<file path="config.mk">
export PLATFORM = sky130hd
export DESIGN_NAME = hsv_to_rgb_converter
export DESIGN_NICKNAME = d
export VERILOG_FILES = /design/src/design/hsv_pkg.sv /design/src/design/hsv_sector.sv /design/src/design/hsv_product.sv /design/src/design/hsv_route.sv /design/src/design/hsv_to_rgb_converter.sv
export VERILOG_INCLUDE_DIRS = /design/src /design/src/design
export SDC_FILE = /design/constraint.sdc
export NUM_CORES = 2
export LEC_CHECK = 0
export ABC_AREA = 1
export BUFFER_PORTS_ARGS = -buffer_cell sky130_fd_sc_hd__buf_4
export CAP_MARGIN = 10
export CORE_MARGIN = 2
export CORE_UTILIZATION = 45
export DETAILED_ROUTE_END_ITERATION = 10
export GPL_TIMING_DRIVEN = 0
export PLACE_DENSITY = 0.68
export SLEW_MARGIN = 20
export SYNTH_ARGS = -nofsm -noshare
export SYNTH_HDL_FRONTEND = slang
export SYNTH_HIERARCHICAL = 1
export SYNTH_SLANG_ARGS = --single-unit
export TNS_END_PERCENT = 50
</file>
<file path="constraint.sdc">
create_clock -name clk -period 15.38 [get_ports clk]
set_input_delay 1.538 -clock clk [delete_from_list [all_inputs] [get_ports clk]]
set_output_delay 1.538 -clock clk [all_outputs]
set_load 0.05 [all_outputs]
</file>
<file path="src/design/hsv_to_rgb_converter_defines.svh">
// ----------------------------------------------------------------------------
// HSV to RGB converter assertion macros
// Checks are clocked on clk and held off while rst is high.
// ----------------------------------------------------------------------------
`ifndef HSV_TO_RGB_CONVERTER_DEFINES_SVH
`define HSV_TO_RGB_CONVERTER_DEFINES_SVH

// Same-cycle implication.
`define HSV_ASSERT_IMPLY(label, a, b) \
  label: assert property (@(posedge clk) disable iff (rst) (a) |-> (b)) \
    else $error("hsv_to_rgb_converter: implication check failed");

// Implication after a fixed number of cycles.
`define HSV_ASSERT_LATENCY(label, a, n, b) \
  label: assert property (@(posedge clk) disable iff (rst) (a) |-> ##n (b)) \
    else $error("hsv_to_rgb_converter: latency check failed");

`endif

</file>
<file path="src/design/hsv_pkg.sv">
// ----------------------------------------------------------------------------
// HSV to RGB converter package
// Request and result types, pipeline stage types and fixed constants.
// ----------------------------------------------------------------------------
package hsv_pkg;

  localparam int HUE_WIDTH      = 15;
  localparam int HUE_PER_SECTOR = 3840;
  localparam int SECTORS        = 6;
  localparam int FULL_SCALE     = 255;
  localparam int MAX_TURNS      = (2 ** HUE_WIDTH - 1) / HUE_PER_SECTOR;
  localparam int SECTOR_ONE     = 256 * HUE_PER_SECTOR;
  localparam int CLAMP_LIMIT    = FULL_SCALE * 15;
  localparam int RECIP_15       = 4370;
  localparam int PIPE_LATENCY   = 5;

  typedef enum logic [2:0] {
    SECTOR_0 = 3'd0,
    SECTOR_1 = 3'd1,
    SECTOR_2 = 3'd2,
    SECTOR_3 = 3'd3,
    SECTOR_4 = 3'd4,
    SECTOR_5 = 3'd5
  } sector_t;

  typedef struct packed {
    logic [14:0] hue;
    logic [8:0]  saturation;
    logic [8:0]  brightness;
    logic [7:0]  alpha_in;
  } hsv_pixel_t;

  typedef struct packed {
    logic [7:0] red;
    logic [7:0] green;
    logic [7:0] blue;
    logic [7:0] alpha_out;
  } rgb_pixel_t;

  typedef struct packed {
    logic        valid;
    sector_t     sector;
    logic [11:0] frac;
    logic [8:0]  sat;
    logic [16:0] scaled;
    logic [7:0]  alpha;
  } sect_stage_t;

  typedef struct packed {
    logic        valid;
    sector_t     sector;
    logic [19:0] q_mult;
    logic [19:0] t_mult;
    logic [8:0]  p_mult;
    logic [16:0] scaled;
    logic [7:0]  alpha;
  } mid_stage_t;

  typedef struct packed {
    logic        valid;
    sector_t     sector;
    logic [12:0] q_raw;
    logic [12:0] t_raw;
    logic [9:0]  p_raw;
    logic [8:0]  v_raw;
    logic [7:0]  alpha;
  } prod_stage_t;

  typedef struct packed {
    logic       valid;
    sector_t    sector;
    logic [7:0] v_byte;
    logic [7:0] p_byte;
    logic [7:0] q_byte;
    logic [7:0] t_byte;
    logic [7:0] alpha;
  } byte_stage_t;

endpackage

</file>
<file path="src/design/hsv_sector.sv">
// ----------------------------------------------------------------------------
// HSV sector stage
// Splits hue into sector and fraction, scales brightness by 255.
// ----------------------------------------------------------------------------
module hsv_sector (
  input  logic               clk,
  input  logic               rst,
  input  logic               load,
  input  hsv_pkg::hsv_pixel_t pixel,
  output hsv_pkg::sect_stage_t stage
);
  import hsv_pkg::*;

  logic [3:0]  turns;
  logic [3:0]  wrapped;
  logic [14:0] base;
  sect_stage_t stage_next;

  always_comb begin
    turns = '0;
    for (int i = 1; i <= MAX_TURNS; i++) begin
      if (pixel.hue >= 15'(i * HUE_PER_SECTOR)) begin
        turns = 4'(i);
      end
    end
    base    = 15'(turns) * 15'(HUE_PER_SECTOR);
    wrapped = (turns >= 4'(SECTORS)) ? turns - 4'(SECTORS) : turns;

    stage_next.valid  = load;
    stage_next.sector = sector_t'(wrapped[2:0]);
    stage_next.frac   = 12'(pixel.hue - base);
    stage_next.sat    = pixel.saturation;
    stage_next.scaled = {pixel.brightness, 8'd0} - 17'(pixel.brightness);
    stage_next.alpha  = pixel.alpha_in;
  end

  always_ff @(posedge clk) begin
    if (rst) begin
      stage <= '0;
    end else begin
      stage <= stage_next;
    end
  end

endmodule

</file>
<file path="src/design/hsv_product.sv">
// ----------------------------------------------------------------------------
// HSV product stages
// Forms the p, q and t multipliers, then multiplies them by scaled value.
// ----------------------------------------------------------------------------
module hsv_product (
  input  logic                 clk,
  input  logic                 rst,
  input  hsv_pkg::sect_stage_t in_stage,
  output hsv_pkg::prod_stage_t out_stage
);
  import hsv_pkg::*;

  logic [20:0] fs;
  logic [20:0] gs;
  logic [36:0] q_prod;
  logic [36:0] t_prod;
  logic [25:0] p_prod;
  mid_stage_t  mid;
  mid_stage_t  mid_next;
  prod_stage_t out_next;

  always_comb begin
    fs = 21'(in_stage.frac) * 21'(in_stage.sat);
    gs = 21'(12'(HUE_PER_SECTOR) - in_stage.frac) * 21'(in_stage.sat);

    mid_next.valid  = in_stage.valid;
    mid_next.sector = in_stage.sector;
    mid_next.q_mult = (fs < 21'(SECTOR_ONE)) ? 20'(21'(SECTOR_ONE) - fs) : '0;
    mid_next.t_mult = (gs < 21'(SECTOR_ONE)) ? 20'(21'(SECTOR_ONE) - gs) : '0;
    mid_next.p_mult = in_stage.sat[8] ? '0 : 9'(9'd256 - in_stage.sat);
    mid_next.scaled = in_stage.scaled;
    mid_next.alpha  = in_stage.alpha;
  end

  always_ff @(posedge clk) begin
    if (rst) begin
      mid <= '0;
    end else begin
      mid <= mid_next;
    end
  end

  always_comb begin
    q_prod = 37'(mid.scaled) * 37'(mid.q_mult);
    t_prod = 37'(mid.scaled) * 37'(mid.t_mult);
    p_prod = 26'(mid.scaled) * 26'(mid.p_mult);

    out_next.valid  = mid.valid;
    out_next.sector = mid.sector;
    out_next.q_raw  = q_prod[36:24];
    out_next.t_raw  = t_prod[36:24];
    out_next.p_raw  = p_prod[25:16];
    out_next.v_raw  = mid.scaled[16:8];
    out_next.alpha  = mid.alpha;
  end

  always_ff @(posedge clk) begin
    if (rst) begin
      out_stage <= '0;
    end else begin
      out_stage <= out_next;
    end
  end

endmodule

</file>
<file path="src/design/hsv_route.sv">
// ----------------------------------------------------------------------------
// HSV route stages
// Finishes the divide by 15, clamps to bytes and routes by sector.
// ----------------------------------------------------------------------------
module hsv_route (
  input  logic                 clk,
  input  logic                 rst,
  input  hsv_pkg::prod_stage_t in_stage,
  output logic                 done,
  output hsv_pkg::rgb_pixel_t  color
);
  import hsv_pkg::*;

  byte_stage_t bytes;
  byte_stage_t bytes_next;
  rgb_pixel_t  color_next;

  function automatic logic [7:0] div15_byte(logic [12:0] y);
    logic [24:0] prod;
    prod = 25'(y[11:0]) * 25'(RECIP_15);
    return (y >= 13'(CLAMP_LIMIT)) ? 8'hFF : prod[23:16];
  endfunction

  function automatic logic [7:0] clamp_byte(logic [9:0] x);
    return (x > 10'(FULL_SCALE)) ? 8'hFF : x[7:0];
  endfunction

  always_comb begin
    bytes_next.valid  = in_stage.valid;
    bytes_next.sector = in_stage.sector;
    bytes_next.v_byte = clamp_byte(10'(in_stage.v_raw));
    bytes_next.p_byte = clamp_byte(in_stage.p_raw);
    bytes_next.q_byte = div15_byte(in_stage.q_raw);
    bytes_next.t_byte = div15_byte(in_stage.t_raw);
    bytes_next.alpha  = in_stage.alpha;
  end

  always_ff @(posedge clk) begin
    if (rst) begin
      bytes <= '0;
    end else begin
      bytes <= bytes_next;
    end
  end

  always_comb begin
    color_next.alpha_out = bytes.alpha;
    unique case (bytes.sector)
      SECTOR_0: begin
        color_next.red   = bytes.v_byte;
        color_next.green = bytes.t_byte;
        color_next.blue  = bytes.p_byte;
      end
      SECTOR_1: begin
        color_next.red   = bytes.q_byte;
        color_next.green = bytes.v_byte;
        color_next.blue  = bytes.p_byte;
      end
      SECTOR_2: begin
        color_next.red   = bytes.p_byte;
        color_next.green = bytes.v_byte;
        color_next.blue  = bytes.t_byte;
      end
      SECTOR_3: begin
        color_next.red   = bytes.p_byte;
        color_next.green = bytes.q_byte;
        color_next.blue  = bytes.v_byte;
      end
      SECTOR_4: begin
        color_next.red   = bytes.t_byte;
        color_next.green = bytes.p_byte;
        color_next.blue  = bytes.v_byte;
      end
      default: begin
        color_next.red   = bytes.v_byte;
        color_next.green = bytes.p_byte;
        color_next.blue  = bytes.q_byte;
      end
    endcase
  end

  always_ff @(posedge clk) begin
    color <= color_next;
    if (rst) begin
      done <= 1'b0;
    end else begin
      done <= bytes.valid;
    end
  end

endmodule

</file>
<file path="src/design/hsv_to_rgb_converter.sv">
// ----------------------------------------------------------------------------
// HSV to RGB converter
// Five-stage pipeline turning one HSV pixel into an RGB pixel per clock.
// ----------------------------------------------------------------------------
// Takes one request per clock: busy is always low, so a request is taken
// whenever start is high. Each result appears on color with done high for
// exactly one cycle, five cycles after its request, and must be captured
// then. The five register stages are hue split and value scaling, the p/q/t
// multiplier setup, the value-by-multiplier products, the divide by 15 and
// byte clamp, and the sector routing into the output register.
`include "hsv_to_rgb_converter_defines.svh"

module hsv_to_rgb_converter (
  input  logic                clk,
  input  logic                rst,
  input  logic                start,
  output logic                busy,
  input  hsv_pkg::hsv_pixel_t pixel,
  output logic                done,
  output hsv_pkg::rgb_pixel_t color
);
  import hsv_pkg::*;

  logic        load;
  sect_stage_t sect;
  prod_stage_t prod;

  assign busy = 1'b0;
  assign load = start && !busy;

  hsv_sector u_sector (
    .clk   (clk),
    .rst   (rst),
    .load  (load),
    .pixel (pixel),
    .stage (sect)
  );

  hsv_product u_product (
    .clk       (clk),
    .rst       (rst),
    .in_stage  (sect),
    .out_stage (prod)
  );

  hsv_route u_route (
    .clk      (clk),
    .rst      (rst),
    .in_stage (prod),
    .done     (done),
    .color    (color)
  );

  `HSV_ASSERT_LATENCY(a_request_yields_result, load, PIPE_LATENCY, done)
  `HSV_ASSERT_IMPLY(a_result_has_request, done, $past(load, PIPE_LATENCY))
  `HSV_ASSERT_IMPLY(a_alpha_follows, done, color.alpha_out == $past(pixel.alpha_in, PIPE_LATENCY))

endmodule

</file>
## Word level (Yosys, flattened, before mapping)

Cells that the tools add are included.

| cells by class | value |
|---|---|
| bitwise gates (word level) | 2 |
| $mul | 8 |
| reductions and logical operators | 4 |
| shift-type cells | 0 |
| magnitude comparators | 15 |
| multiplexer cells | 14 |
| $add $sub $neg | 7 |
| divide/modulo/power cells | 0 |
| equality and inequality tests | 4 |

Operators with widths:

| cell | number |
|---|---|
| 24-bit case mux with 5 select lines | 1 |
| 17-bit by 20-bit multiplier with 37-bit output | 2 |
| 15-bit greater-or-equal comparator (second input constant) | 4 |
| 12-bit by 12-bit multiplier with 23-bit output (second input constant) | 2 |
| 21-bit by 20-bit less-than comparator with 1-bit output (second input constant) | 2 |
| 20-bit subtractor (first input constant) | 2 |
| 8-bit two-way mux | 4 |
| 15-bit by 14-bit greater-or-equal comparator with 1-bit output (second input constant) | 2 |
| 13-bit by 12-bit greater-or-equal comparator with 1-bit output (second input constant) | 2 |
| 17-bit by 9-bit multiplier with 26-bit output | 1 |
| 12-bit by 9-bit multiplier with 21-bit output | 1 |
| 21-bit by 9-bit multiplier with 21-bit output | 1 |
| 17-bit by 9-bit subtractor with 17-bit output | 1 |
| 15-bit by 12-bit greater-or-equal comparator with 1-bit output (second input constant) | 1 |
| 15-bit by 13-bit greater-or-equal comparator with 1-bit output (second input constant) | 1 |
| 3-bit two-way mux | 5 |
| 12-bit by 12-bit subtractor with 13-bit output (first input constant) | 1 |
| 12-bit subtractor | 1 |
| 10-bit by 8-bit > comparator with 1-bit output (second input constant) | 1 |
| 9-bit by 8-bit > comparator with 1-bit output (second input constant) | 1 |
| 9-bit subtractor (first input constant) | 1 |
| 3-bit by 2-bit == test with 1-bit output (second input constant) | 2 |
| 2-bit OR reduction | 3 |
| 4-bit by 3-bit greater-or-equal comparator with 1-bit output (second input constant) | 1 |
| 9 further kinds | 11 |

| word-level totals | value |
|---|---|
| bits in read-only memories | 0 |
| word-level logic and storage cells | 86 |
| memories | 0 |
| memory bits (writable) | 0 |
| latch bits | 0 |
| flip-flop bits (word level) | 262 |

## Longest topological paths before layout

| depth | value |
|---|---|
| word-level depth | 11 |
| mapped depth | 37 |
| mapped depth without buffers | 36 |

## Hierarchy

The synthesis kept the hierarchy.

Modules (own cells, without submodules):

| module | sequential area each (um2) | cells each | instances | area each (um2) |
|---|---|---|---|---|
| hsv_product | 2702.6 | 5355 | 1 | 39589.2 |
| hsv_route | 1541.5 | 751 | 1 | 5863.1 |
| hsv_sector | 1001.0 | 269 | 1 | 2043.2 |
| hsv_to_rgb_converter | 0.0 | 2 | 1 | 11.3 |

## Least setup slack after synthesis

OpenSTA, ideal clock, no wires.

| timing | value |
|---|---|
| kind | flip-flop to flip-flop |
| start | reg u_product/mid[60] (netlist bit) |
| end | reg u_product/out_stage[51] (netlist bit) |
| buffers on the path | 2 |
| path slack | 9.812 ns |
| data required time | 15.265 ns |
| library setup time | 0.115 ns |
| arrival | 5.453 ns |
| stages on the path, launching flop included | 24 |
| path through | dfxtp_1 > clkbuf_1 > clkbuf_1 > nand2_1 > fa_1 > inv_1 > fa_1 > inv_1 > fa_1 > inv_1 > fa_1 > inv_1 > fa_1 > fa_1 > inv_1 > ha_1 > nand2_1 > inv_1 > a21oi_1 > o21ai_0 > a221oi_1 > nand3_1 > nand2_1 > nor2_1 |

| on the way | value |
|---|---|
| word-level cells in the longest chain between the ends | 1 |

Ends and longest elaborated chain:

| item | RTL line | text |
|---|---|---|
| from (decl) | hsv_product.sv:18 | `mid_stage_t mid;` |
| from (signal assigned) | hsv_product.sv:39 | `mid <= mid_next;` |
| 17-bit by 20-bit multiplier with 37-bit output | hsv_product.sv:44 | `q_prod = 37'(mid.scaled) * 37'(mid.q_mult);` |
| to (signal assigned) | hsv_product.sv:61 | `out_stage <= out_next;` |
| to (decl) | hsv_product.sv:9 | `output hsv_pkg::prod_stage_t out_stage` |

No other way between the ends.
A chain may end at the register's enable or synchronous reset.

## Worst setup path after layout

| timing | value |
|---|---|
| start | reg u_product/mid[15] (netlist bit) |
| end | reg u_product/out_stage[36] (netlist bit) |

| on the way | value |
|---|---|
| word-level cells in the longest chain between the ends | 1 |

Ends and longest elaborated chain:

| item | RTL line | text |
|---|---|---|
| 17-bit by 20-bit multiplier with 37-bit output | hsv_product.sv:45 | `t_prod = 37'(mid.scaled) * 37'(mid.t_mult);` |

No other way between the ends.

==> impl_metrics.tcl <==
set metrics [dict create \
    rows 119 \
    hp-class "reg -> reg" \
    r2r.worst_path.cells 25 \
    cts_buffer_depth 3 \
    finalCritPeriodShare_pct 48.1 \
    period_minus_slack_ps 7390 \
    synth_compound_area_share_pct 5.35 \
    ir_drop_v 0.0000895 \
    root_buffer "clkbuf_16" \
    rsz0062_at_grt "false" \
    synth_top_area_share_pct 34.5 \
    p_leak_uw 0.0289 \
    htreeDepth 1 \
    holdPathStages 0 \
    synth.distinct_cells 64 \
    yosysSeqAreaShare_pct 11.0 \
    status "complete, no violations" \
    synth_edf_count 0 \
    synth_area_leaders "fa_1 35%, inv_1 14%, nand2_1 13%" \
    power.density_nw_per_um2 87.9 \
    synthXorXnorAreaFrac_pct 0.787 \
    routed-wl-met3_um 11000 \
    postCtsSetupBuffers 0 \
    cp-end-kind "flip-flop" \
    die_x_um 329 \
    fin_tns_setup_ps 0 \
    io_pins 78 \
    synthAdderAreaFrac_pct 46.7 \
    path_class "reg -> reg" \
    synth-seq-cells 262 \
    first_pass_iters 8 \
    cp_max_fo 10 \
    holdBufCountCts 0 \
    final_util_pct 48.5 \
    syn_avg_cell_area_sq_um 7.45 \
    critical-path-top-delay-family "adder cells" \
    top_layer_used "met5" \
    clock.fmax_ghz 0.135 \
    final_antenna_net_count 0 \
    synth_mux_area_share_pct 0 \
    holdWs_ps 329 \
    ys.flop_type "dfxtp_1" \
    grt_pass1_vias 40700 \
    path_clk_slew_ps 60 \
    cts_num_sinks 262 \
    synth_top_family_by_area "adder cells" \
    wl_per_cell_um 17.3 \
    dr.first_iter.drc_count 3032 \
    required_ps 15900 \
    netlist_instances 6377 \
    grt_pass1_wl_um 222000 \
    path_buf_inv 7 \
    cts_resized 0 \
    cp_slowest_cell "clkbuf_1" \
    drive_gt1_share_pct 3.93 \
    async_flop_share_pct 0 \
    worstSetupPathDepth 25 \
    hpwlAfterDp_um 114000 \
    slowest_delay_ps 880 \
    slew_viol_final 0 \
    vias 39600 \
    overflow 0 \
    drc 0 \
    grt_start_max_net_pins 17 \
    path_common_cell "fa_1" \
    fin_nets 7810 \
    numCtsBuffers 30 \
    wirelength_um 137000 \
    clk_latency_ps 640 \
    die_y_um 329 \
    netlist_area_sq_um 47500 \
    dieArea_sq_um 108000 \
    wl_met1_um 58400 \
    vias_per_cell 5.01 \
    area_growth_pct 7.12 \
    synth_area_leader_cell "fa_1" \
    grt_antenna_before_repair 3 \
    portBuffers 75 \
    place_area_sq_um 49800 \
    arrival_ps 7920 \
    worst_clock_skew_ps 21.3 \
    setup_viol 0 \
    critical_path.startpoint_type "flip-flop" \
    initial_core_util_pct 45.3 \
    cts_tree "built" \
    cap_violations 0 \
    synth_most_common_cell "inv_1" \
    syn_nets 7702 \
    yosys.area_share.simple_pct 20.3 \
    tightest_slew_ps 1220 \
    place_congestion 0.958 \
    relSlewSlack_pct 18.5 \
    track_usage_pct 26.2 \
    ys_warn_count 6 \
    final_area_sq_um 50900 \
    coreArea_sq_um 105000 \
    synthTopCellsByCount "1718 x inv_1, 1593 x nand2_1, 819 x fa_1" \
    hold_viol_final 0 \
    dr_wl_met2_um 61300 \
]
==> kinds of logic (layout without fill, tap and decap cells) <==
logic type	Yosys count	in the layout
AOI/OAI and AO/OA	450	450
xor gates and xnor gates	41	41
adders and majority gates	1281	1281
buffers and inverters	1993	2125
DFF	262	262
other	1	3
and+or+nand+nor	2349	2349
==> cell usage in the layout, fill, tap and decap left out, types with 8 or more instances in the layout <==
| cell type | netlist | final |
|---|---|---|
| inv_1 | 1718 | 1718 |
| o21ai_0 | 95 | 95 |
| o21bai_1 | 10 | 10 |
| nand2_1 | 1593 | 1593 |
| inv_2 | 18 | 18 |
| nor2_2 | 23 | 23 |
| nor2_1 | 439 | 439 |
| o211ai_1 | 8 | 8 |
| clkbuf_16 | 0 | 30 |
| clkbuf_1 | 223 | 225 |
| dfxtp_1 | 262 | 262 |
| nand3_2 | 9 | 9 |
| fa_1 | 819 | 819 |
| a22oi_1 | 14 | 14 |
| nor4_1 | 12 | 12 |
| ha_1 | 462 | 462 |
| nand4_1 | 53 | 53 |
| buf_4 | 4 | 79 |
| a21oi_1 | 233 | 233 |
| nand2_2 | 31 | 31 |
| a31oi_1 | 10 | 10 |
| buf_1 | 16 | 16 |
| o21a_1 | 12 | 12 |
| xor2_1 | 23 | 23 |
| nor3_1 | 37 | 37 |
| xnor2_1 | 16 | 16 |
| a21o_1 | 21 | 21 |
| nor2_4 | 8 | 8 |
| nand3_1 | 107 | 107 |
==> report_power, final <==
group / switching (uW) / total (uW) / internal [uW]
Clock: 334 / 772 / 438
Sequential: 60.4 / 819 / 759
Combinational: 1920 / 2880 / 960
==> area by class of cell <==
type / instances / area (sq um)
timing repair buffer: 76 / 574
tap: 1391 / 1740
sequential: 262 / 5250
fill: 10400 / 54100
antenna: 2 / 5.00
inverter: 1741 / 6540
buffer: 252 / 995
multi-input combinational: 4122 / 34700
clock buffer: 34 / 776
clock inverter: 22 / 287
==> per-layer routing <==
metal	vias to the layer above	global-route usage (%)
li1	18800	-
met1	19000	35.1
met2	1472	41.7
met3	314	4.67
met4	2	11.0
met5	-	0
==> state kept, by name (all words and copies together) (netlist names) <==
register and flops:
u_route/color 32, u_route/bytes 44, u_product/out_stage 57, u_route/done 1
u_sector/stage 50, u_product/mid 78
==> worst paths after layout <==
check / startpoint / end / slack (ps)
worst min-delay path: u_route/bytes[1]$_SDFF_PP0_ / u_route/color[1]$_DFF_P_ / 330
worst max register to register: u_product/mid[15]$_SDFF_PP0_ / u_product/out_stage[36]$_SDFF_PP0_ / 7990
worst min register to register: u_route/bytes[1]$_SDFF_PP0_ / u_route/color[1]$_DFF_P_ / 330
worst max-delay path: u_product/mid[15]$_SDFF_PP0_ / u_product/out_stage[36]$_SDFF_PP0_ / 7990
==> through the flow <==
| stage | std cells | total power (uW) | setup slack [ps] |
|---|---|---|---|
| after floorplan | 6377 | 2890 | 9810 |
| after global placement | 7843 | 3650 | 8160 |
| after detailed placement | 7843 | 3680 | 8110 |
| after CTS | 7899 | 4480 | 8110 |
| after global routing | 7902 | 4950 | 7720 |
| final | 7902 | 4480 | 7990 |
==> worst register-to-register path: stages, from the launching register on <==
cell      delay [ps]
dfxtp_1          570
clkbuf_1         880
clkbuf_1         810
nand2_1          180
fa_1             530
inv_1             50
fa_1             480
inv_1             50
fa_1             500
inv_1             50
fa_1             490
fa_1             490
inv_1             50
fa_1             470
inv_1             40
ha_1             310
a21oi_1          240
o21ai_0          140
a21oi_1          130
nand2_1          120
nand2_1           80
o211ai_1         190
a21oi_1          250
nand2_1           80
nand2_1           60
nor2_1            50
(Power assumes the default switching activity.)
